**config.mk**
```make
export PLATFORM = sky130hd
export DESIGN_NAME = i2c_master_bit_engine_unit
export DESIGN_NICKNAME = d
export VERILOG_FILES = /design/src/design/i2cm_pkg.sv /design/src/design/i2cm_core.sv /design/src/design/i2c_master_bit_engine_unit.sv
export SDC_FILE = /design/constraint.sdc
export NUM_CORES = 1
export LEC_CHECK = 0
export ABC_AREA = 1
export BUFFER_PORTS_ARGS = -buffer_cell sky130_fd_sc_hd__clkbuf_2
export CAP_MARGIN = 20
export CORE_AREA = 4 4 162 86
export CTS_CLUSTER_SIZE = 24
export DETAILED_ROUTE_END_ITERATION = 16
export DIE_AREA = 0 0 166 90
export SLEW_MARGIN = 5
export SYNTH_ARGS = -nofsm -noshare
export SYNTH_HDL_FRONTEND = slang
export SYNTH_HIERARCHICAL = 1
export SYNTH_SLANG_ARGS = --single-unit
```
**constraint.sdc**
```tcl
create_clock -name aclk -period 11.9 [get_ports aclk]
set_input_delay 1.785 -clock aclk [delete_from_list [all_inputs] [get_ports aclk]]
set_output_delay 1.785 -clock aclk [all_outputs]
set_load 0.1 [all_outputs]
```
**src/design/i2cm_pkg.sv**
```systemverilog
// Package for the I2C master bit engine.
// Holds the command codes, pin-step constants and the result record type.
// No dependencies.
`default_nettype none

package i2cm_pkg;

    typedef enum logic [2:0] {
        OP_IDLE  = 3'd0,
        OP_START = 3'd1,
        OP_STOP  = 3'd2,
        OP_TX    = 3'd3,
        OP_RX    = 3'd4
    } op_t;

    localparam logic [3:0]  PH_END       = 4'd15;
    localparam logic [3:0]  BITS_PER_BYTE = 4'd8;
    localparam logic [15:0] DELAY_RESET  = 16'd6;

    typedef struct packed {
        logic       scl_out;
        logic       sda_out;
        logic       busy_res;
        logic       done_res;
        logic [7:0] rx_byte;
        logic       ack_in;
    } res_t;

endpackage

`default_nettype wire

```
**src/design/i2cm_core.sv**
```systemverilog
// Bit engine state and per-tick next-state logic for the I2C master.
// Advances one tick when step_en is high. Depends on i2cm_pkg.
`default_nettype none

module i2cm_core (
    input  wire logic          aclk,
    input  wire logic          aresetn,
    input  wire logic          step_en,
    input  wire logic [2:0]    func,
    input  wire logic [7:0]    tx_byte,
    input  wire logic          ack_level,
    input  wire logic          sda_in,
    input  wire logic          cfg_wr_en,
    input  wire logic [15:0]   cfg_wr_data,
    output i2cm_pkg::res_t     res_next
);
    import i2cm_pkg::*;

    logic [15:0] delay_reg;
    op_t         op_reg, op_next;
    logic [3:0]  phase_reg, phase_next;
    logic [3:0]  bit_reg, bit_next;
    logic [15:0] tick_reg, tick_next;
    logic [7:0]  shift_reg, shift_next;
    logic        scl_reg, scl_next;
    logic        sda_reg, sda_next;
    logic        ack_bit_reg, ack_bit_next;
    logic        ack_send_reg, ack_send_next;
    logic [7:0]  rx_last_reg, rx_last_next;
    logic        done;

    always_comb begin
        logic [15:0] d;
        logic [15:0] tick_inc;
        logic [3:0]  np;
        logic        do_enter;

        op_next       = op_reg;
        phase_next    = phase_reg;
        bit_next      = bit_reg;
        tick_next     = tick_reg;
        shift_next    = shift_reg;
        scl_next      = scl_reg;
        sda_next      = sda_reg;
        ack_bit_next  = ack_bit_reg;
        ack_send_next = ack_send_reg;
        rx_last_next  = rx_last_reg;
        done          = 1'b0;
        do_enter      = 1'b0;
        np            = PH_END;
        d             = (delay_reg == 16'd0) ? 16'd1 : delay_reg;
        tick_inc      = tick_reg + 16'd1;

        if (op_reg == OP_IDLE) begin
            if (func inside {[OP_START:OP_RX]}) begin
                op_next    = op_t'(func);
                phase_next = 4'd0;
                bit_next   = 4'd0;
                tick_next  = 16'd0;
                if (op_t'(func) == OP_TX) begin
                    shift_next = tx_byte;
                end else if (op_t'(func) == OP_RX) begin
                    shift_next    = 8'd0;
                    ack_send_next = ack_level;
                end
                do_enter = 1'b1;
            end
        end else if (tick_inc >= d) begin
            tick_next = 16'd0;
            case (op_reg)
                OP_START, OP_STOP: begin
                    np = (phase_reg < 4'd2) ? phase_reg + 4'd1 : PH_END;
                end
                OP_TX: begin
                    if (phase_reg == 4'd2) begin
                        bit_next   = bit_reg + 4'd1;
                        shift_next = {shift_reg[6:0], 1'b0};
                        np = (bit_next < BITS_PER_BYTE) ? 4'd0 : 4'd3;
                    end else begin
                        np = (phase_reg < 4'd6) ? phase_reg + 4'd1 : PH_END;
                    end
                end
                OP_RX: begin
                    if (phase_reg == 4'd3) begin
                        bit_next = bit_reg + 4'd1;
                        np = (bit_next < BITS_PER_BYTE) ? 4'd1 : 4'd4;
                    end else begin
                        np = (phase_reg < 4'd6) ? phase_reg + 4'd1 : PH_END;
                    end
                end
                default: np = PH_END;
            endcase
            if (np == PH_END) begin
                if (op_reg == OP_RX) begin
                    rx_last_next = shift_next;
                end
                op_next    = OP_IDLE;
                phase_next = 4'd0;
                done       = 1'b1;
            end else begin
                phase_next = np;
                do_enter   = 1'b1;
            end
        end else begin
            tick_next = tick_inc;
        end

        if (do_enter) begin
            case (op_next)
                OP_START: begin
                    if (phase_next == 4'd0) begin
                        sda_next = 1'b1;
                        scl_next = 1'b1;
                    end else if (phase_next == 4'd1) begin
                        sda_next = 1'b0;
                    end else begin
                        scl_next = 1'b0;
                    end
                end
                OP_STOP: begin
                    if (phase_next == 4'd0) begin
                        sda_next = 1'b0;
                    end else if (phase_next == 4'd1) begin
                        scl_next = 1'b1;
                    end else begin
                        sda_next = 1'b1;
                    end
                end
                OP_TX: begin
                    case (phase_next)
                        4'd0:    sda_next = shift_next[7];
                        4'd1:    scl_next = 1'b1;
                        4'd2:    scl_next = 1'b0;
                        4'd3:    sda_next = 1'b1;
                        4'd4:    scl_next = 1'b1;
                        4'd5:    ack_bit_next = sda_in;
                        default: scl_next = 1'b0;
                    endcase
                end
                OP_RX: begin
                    case (phase_next)
                        4'd0:    sda_next = 1'b1;
                        4'd1:    scl_next = 1'b1;
                        4'd2:    shift_next = {shift_next[6:0], sda_in};
                        4'd3:    scl_next = 1'b0;
                        4'd4:    sda_next = ack_send_next;
                        4'd5:    scl_next = 1'b1;
                        default: begin
                            scl_next = 1'b0;
                            sda_next = 1'b1;
                        end
                    endcase
                end
                default: ;
            endcase
        end
    end

    always_comb begin
        res_next.scl_out  = scl_next;
        res_next.sda_out  = sda_next;
        res_next.busy_res = (op_next != OP_IDLE);
        res_next.done_res = done;
        res_next.rx_byte  = rx_last_next;
        res_next.ack_in   = ack_bit_next;
    end

    always_ff @(posedge aclk) begin
        if (!aresetn) begin
            delay_reg    <= DELAY_RESET;
            op_reg       <= OP_IDLE;
            phase_reg    <= 4'd0;
            bit_reg      <= 4'd0;
            tick_reg     <= 16'd0;
            shift_reg    <= 8'd0;
            scl_reg      <= 1'b1;
            sda_reg      <= 1'b1;
            ack_bit_reg  <= 1'b1;
            ack_send_reg <= 1'b0;
            rx_last_reg  <= 8'd0;
        end else begin
            if (cfg_wr_en) begin
                delay_reg <= cfg_wr_data;
            end
            if (step_en) begin
                op_reg       <= op_next;
                phase_reg    <= phase_next;
                bit_reg      <= bit_next;
                tick_reg     <= tick_next;
                shift_reg    <= shift_next;
                scl_reg      <= scl_next;
                sda_reg      <= sda_next;
                ack_bit_reg  <= ack_bit_next;
                ack_send_reg <= ack_send_next;
                rx_last_reg  <= rx_last_next;
            end
        end
    end

endmodule

`default_nettype wire

```
**src/design/i2c_master_bit_engine_unit.sv**
```systemverilog
// I2C master bit engine, top level: tick channel in, pin/status channel out.
// Each input transaction is one timing tick carrying a command and the SDA
// line level; each tick yields exactly one output transaction with the SCL
// and SDA levels to drive, busy, a one-tick done pulse, the last received
// byte and the last sampled ACK.
// The output is registered and valid in the cycle after input acceptance.
// Throughput: one tick per cycle unless stalled; s_ready is high whenever
// the output register is empty or is being taken in the same cycle.
// If the receiver stalls (m_ready low with m_valid high), the output holds
// and s_ready drops until it is taken; the engine does not advance.
// Reset (aresetn low, synchronous) releases SCL and SDA, goes idle, sets
// delay_ticks to 6, clears the received byte and sets the ACK bit to 1.
// delay_ticks is written via cfg_wr_en/cfg_wr_data; users must do so only
// while idle (unchecked by the block). Zero acts as one tick per pin step.
// Depends on i2cm_pkg and i2cm_core.
`default_nettype none

module i2c_master_bit_engine_unit (
    input  wire logic        aclk,
    input  wire logic        aresetn,
    input  wire logic        cfg_wr_en,
    input  wire logic [15:0] cfg_wr_data,
    input  wire logic        s_valid,
    output logic             s_ready,
    input  wire logic [2:0]  s_func,
    input  wire logic [7:0]  s_tx_byte,
    input  wire logic        s_ack_level,
    input  wire logic        s_sda_in,
    output logic             m_valid,
    input  wire logic        m_ready,
    output logic             m_scl_out,
    output logic             m_sda_out,
    output logic             m_busy_res,
    output logic             m_done_res,
    output logic [7:0]       m_rx_byte,
    output logic             m_ack_in
);
    import i2cm_pkg::*;

    logic  m_valid_reg;
    res_t  res_reg;
    res_t  res_next;
    logic  in_acc;

    assign s_ready = !m_valid_reg || m_ready;
    assign in_acc  = s_valid && s_ready;

    i2cm_core u_core (
        .aclk        (aclk),
        .aresetn     (aresetn),
        .step_en     (in_acc),
        .func        (s_func),
        .tx_byte     (s_tx_byte),
        .ack_level   (s_ack_level),
        .sda_in      (s_sda_in),
        .cfg_wr_en   (cfg_wr_en),
        .cfg_wr_data (cfg_wr_data),
        .res_next    (res_next)
    );

    always_ff @(posedge aclk) begin
        if (!aresetn) begin
            m_valid_reg <= 1'b0;
        end else if (in_acc) begin
            m_valid_reg <= 1'b1;
        end else if (m_ready) begin
            m_valid_reg <= 1'b0;
        end
    end

    always_ff @(posedge aclk) begin
        if (in_acc) begin
            res_reg <= res_next;
        end
    end

    assign m_valid    = m_valid_reg;
    assign m_scl_out  = res_reg.scl_out;
    assign m_sda_out  = res_reg.sda_out;
    assign m_busy_res = res_reg.busy_res;
    assign m_done_res = res_reg.done_res;
    assign m_rx_byte  = res_reg.rx_byte;
    assign m_ack_in   = res_reg.ack_in;

endmodule

`default_nettype wire

```
Word-level counts from Yosys, hierarchy flattened

Index checks and enable logic that the tools add are counted.

Flip-flop bits (word level): 77
Output and inout port bits: 15
Word-level logic and storage cells: 140

Add/subtract/negate cells: 3
Magnitude comparators: 6
Eq/ne operators: 21
Muxes and demuxes: 71
Bitwise operators: 1
Reductions and logical operators: 20

Operators by type and width:

| operator                                             | number |
|---|---|
| 2-to-1 mux 8 bit                                     | 14 |
| 2-to-1 mux 16 bit                                    | 4 |
| 2-to-1 mux 4 bit                                     | 15 |
| 2-to-1 mux 1 bit                                     | 24 |
| adder 16 x 1 -> 16 bit (second input constant)       | 1 |
| equality test 4 x 2 -> 1 bit (second input constant) | 4 |
| greater-or-equal comparator 16 bit                   | 1 |
| zero test 16 bit                                     | 1 |
| equality test 3 x 2 -> 1 bit (second input constant) | 5 |
| 2-to-1 mux 3 bit                                     | 5 |
| case mux 4 bit (3 select lines)                      | 1 |
| equality test 3 bit (second input constant)          | 3 |
| adder 4 x 1 -> 4 bit (second input constant)         | 2 |
| equality test 4 x 3 -> 1 bit (second input constant) | 2 |
| case mux 1 bit (2 select lines)                      | 4 |
| case mux 1 bit (4 select lines)                      | 2 |
| case mux 4 bit (2 select lines)                      | 1 |
| OR reduction 2 bit                                   | 4 |
| equality test 3 x 1 -> 1 bit (second input constant) | 2 |
| != test 3 x 1 -> 1 bit (second input constant)       | 2 |
| AND reduction 6 bit                                  | 1 |
| nonzero test 3 bit                                   | 2 |
| OR reduction 3 bit                                   | 2 |
| equality test 4 x 1 -> 1 bit (second input constant) | 1 |
| other kinds (17)                                     | 19 |

Logic depth before layout (Yosys ltp)

Word-level depth: 16
Depth in mapped cells: 30
Depth with buffers taken out: 29

By module

Netlist, hierarchy kept.

Modules (own cells, without submodules):

| module                     | times used | cells each | area an instance (µm²) | seq. area each (µm²) |
|---|---|---|---|---|
| i2cm_core                  | 1          | 674        | 4426.7                 | 1261.2 |
| i2c_master_bit_engine_unit | 1          | 20         | 441.7                  | 410.4 |

Worst setup path after synthesis

Ideal clock, no wire load.

Path kind: input port to output port
Start point: in m_ready
End point: out s_ready
Arrival time: 2.194 ns
Slack: 7.921 ns
Cell stages on the path: 2
Path buffers: 0
Path through: inv_2 -> nand2_2

Longest elaborated chain between the ends: 1

RTL lines:

| element          | line                             | source |
|---|---|---|
| from (decl)      | i2c_master_bit_engine_unit.sv:30 | `input wire logic m_ready,` |
| logical OR 1 bit | i2c_master_bit_engine_unit.sv:45 | `assign s_ready = !m_valid_reg \|\| m_ready;` |
| to (decl)        | i2c_master_bit_engine_unit.sv:24 | `output logic s_ready,` |

Every way passes these cells.

==> flow_summary.ini <==
[power_and_ir_drop]
p_per_area_nw_per_um2 = 136
cellInternalPower_uw = 514
p_total_uw = 757
ir_worst_vdd_uv = 62.8
clkPwrFrac_pct = 39.5
leakage_nw = 2.66
p_sw_uw = 243
netSwitchingFraction_pct = 32.0
p_seq_share_pct = 38.7
combPwrFrac_pct = 21.8

[floorplan]
die_area_um2 = 14900
pin_count = 49
coreArea_um2 = 12400
die_w_um = 166
die_height_um = 90
initial_core_util_pct = 39.1
rows = 29

[synth]
netlist_instances = 694
synth_edf_count = 13
yosys.cell_types.count = 47
synth_top_area_share_pct = 26.3
ys.flop_type = dfxtp_1
synthTopCellsByArea = dfxtp_1 26%, nand2_1 10%, inv_1 8.2%
syn_area_um2 = 4870
ys_seq_elements = 77
ys_warn_count = 6
synthArstFlopShare_pct = 0
synth.avg_cell_area_um2 = 7.02
yosysTopAreaCell = dfxtp_1
seq_area_frac_synth_pct = 34.3
synth.net_count = 748

[drt]
wl_met3_um = 476
drtIter0Drc = 236
dr_wl_met2_mm = 5.18
first_pass_iters = 5
wl_per_cell_um = 12.8
top_layer = met4
antenna_left = 0
avgViaCountPerCell = 4.87
drc = 0
routed_wl_mm = 11.6
vias = 4412
wl_met1_mm = 5.77

[job]
cap_violations = 0

[sta]
post-route-period-util_pct = 39.3
rsz0062_at_grt = false
setup_ws_ps = 7220
timing.fmax_mhz = 214
report.final.setup_viol = 0
max_slew_margin_pct = 35.6
worstMarginPinSlew_ps = 963
fin_skew_ps = 8.43
drv_slew = 0
fin_setup_tns_ps = 0
finalCriticalPeriod_ps = 4680
hold_violations = 0

[clocking]
cts_buffers = 9
hold_buffers = 0
cts-resized-gates = 0
cts_tree = built
clock_latency_ps = 340
post-cts-setup-buffer-count = 0
cts-htree-levels = 3
cts.sink_count = 77
clk_pin_slew_ps = 60
cts-root-buf = clkbuf_16
clk_path_buf_depth = 2

[min_path]
whs_endpoint = u_core/shift_reg[6]
min_from = u_core/shift_reg[6]
min_path_cells = 2
hold_path_class = reg -> reg

[place]
place_ws_ps = 6660
dp_hpwl_mm = 8.27
io_buffers = 48
dp.cells = 888
gp_congestion = 0.801
placed_area_um2 = 5220

[setup_path]
critPathLaunchType = flop
worst-path-buf-inv = 2
rrSetupSlack_ps = 7220
crit_required_ps = 12140
path_max_fanout = 17
reg2reg_depth = 20
cp.arrival_ps = 4920
r2r-start = u_core/tick_reg[0]
rr_endpoint = u_core/rx_last_reg[4]
path_cells = ha_1 -> nand3_1 -> nor3_1 -> nand4_1 -> nor2_1 -> and3_1 -> nand3_1 -> xnor2_1 -> ha_1 -> nand2_1 -> inv_2 -> nand3_1 -> nor2_1 -> nand3_1 -> nand3_2 -> nand2_4 -> nor2_1 -> o21ai_0 -> o21ai_0 -> inv_1
slowest_delay_ps = 750
critical-path-slowest-cell = nor2_1
cp_top_family = simple AND/OR/NAND/NOR gates
path_common_cell = nand3_1
cp-end-kind = flop
path_class = reg -> reg

[final_layout]
nets = 785
antenna_cells = 0
final_layout_size_suffix_gt1_share_pct = 16.7
final_cells = 906
postLayoutCellArea_um2 = 5580
syn_to_final_growth_pct = 14.6

[grt]
grt_max_degree = 43
grt_pass1_wl_mm = 20.0
grt_pass1_vias = 4231
antenna_found_initial = 0
overflow = 0
globalRouteTotalUtil_pct = 15.8

[status]
status = complete, no violations
==> layout by cell type, fill, tap and decap left out, types with 4 or more instances in the layout <==
cell and n:
edfxtp_1 13, o221ai_1 6, xor2_1 9, clkbuf_16 9, xnor2_1 5, dfxtp_1 64, ha_1 20, nand3_1 48
a211oi_1 4, o21ai_0 65, nor4_1 4, nor2_4 5, nand4_1 6, inv_1 107, nand2_1 132, nand2_2 10
inv_2 13, nor2_2 6, a22oi_1 12, clkbuf_2 48, nand2_4 6, nor2_1 45, nand3_2 4, a21oi_1 58
==> stage by stage <==
stage          util, %  hold slack [ps]
6_report          44.8              467
5_1_grt           44.8              490
2_1_floorplan        -              445
3_5_place_dp      41.9              460
4_1_cts           44.5              470
3_3_place_gp      41.9              455
==> cell families after synthesis <==
logic type / share of synthesized area [%]
flops: 34.3
compound gates: 19.0
mux: 0.206
fa+ha+maj: 5.14
simple gates: 26.9
xor+xnor: 2.52
buf+inv: 11.9
==> power groups by stage <==
stage / sequential [mW] / clock (mW) / combinational, mW
after floorplan: 0.325 / 0 / 0.105
after global placement: 0.298 / 0 / 0.161
after detailed placement: 0.298 / 0 / 0.162
after CTS: 0.293 / 0.309 / 0.163
after global routing: 0.295 / 0.321 / 0.185
final: 0.293 / 0.299 / 0.165
==> layer usage <==
metal / track usage, % / up-vias
li1: - / 2344
met2: 25.7 / 79
met3: 3.46 / 10
met4: 4.46 / 0
met1: 21.3 / 1979
met5: 0 / -
==> Yosys cell counts, drive strengths merged, types with 2 or more instances <==
library cell	instances
nor2	56
o221ai	6
nand3	52
nand4	7
inv	120
nand2	148
clkbuf	16
buf	9
a31oi	2
dfxtp	64
ha	20
xor2	9
clkinv	2
and3	2
o21ai	66
a211oi	4
a22oi	12
edfxtp	13
xnor2	5
nor4	4
o211ai	2
nor3	3
a21oi	63
==> worst max path at each step <==
stage                                       end               start  depth (start not counted)
after global routing      u_core/rx_last_reg[7]  u_core/tick_reg[0]                         20
after floorplan                         s_ready             m_ready                          2
after detailed placement      u_core/bit_reg[2]             m_ready                         11
final                     u_core/rx_last_reg[4]  u_core/tick_reg[0]                         20
after CTS                     u_core/bit_reg[2]             m_ready                         11
after global placement        u_core/bit_reg[2]             m_ready                         11
==> area by class of cell <==
| type | instances | area (µm²) |
|---|---|---|
| clock inverters | 7 | 97.6 |
| repair buffers | 51 | 283 |
| multi-input cells | 470 | 2630 |
| flip-flops and latches | 77 | 1670 |
| well taps | 170 | 213 |
| clock buffers | 9 | 225 |
| inverters | 122 | 458 |
| fillers | 1288 | 6870 |
==> worst reg2reg max path: stages (launching register included) <==
cell,delay [ps]
dfxtp_1,420
ha_1,220
nand3_1,120
nor3_1,340
nand4_1,170
nor2_1,180
and3_1,220
nand3_1,100
xnor2_1,170
ha_1,290
nand2_1,50
inv_2,50
nand3_1,100
nor2_1,210
nand3_1,180
nand3_2,340
nand2_4,140
nor2_1,750
o21ai_0,250
o21ai_0,210
inv_1,50
(Power assumes the default switching activity.)
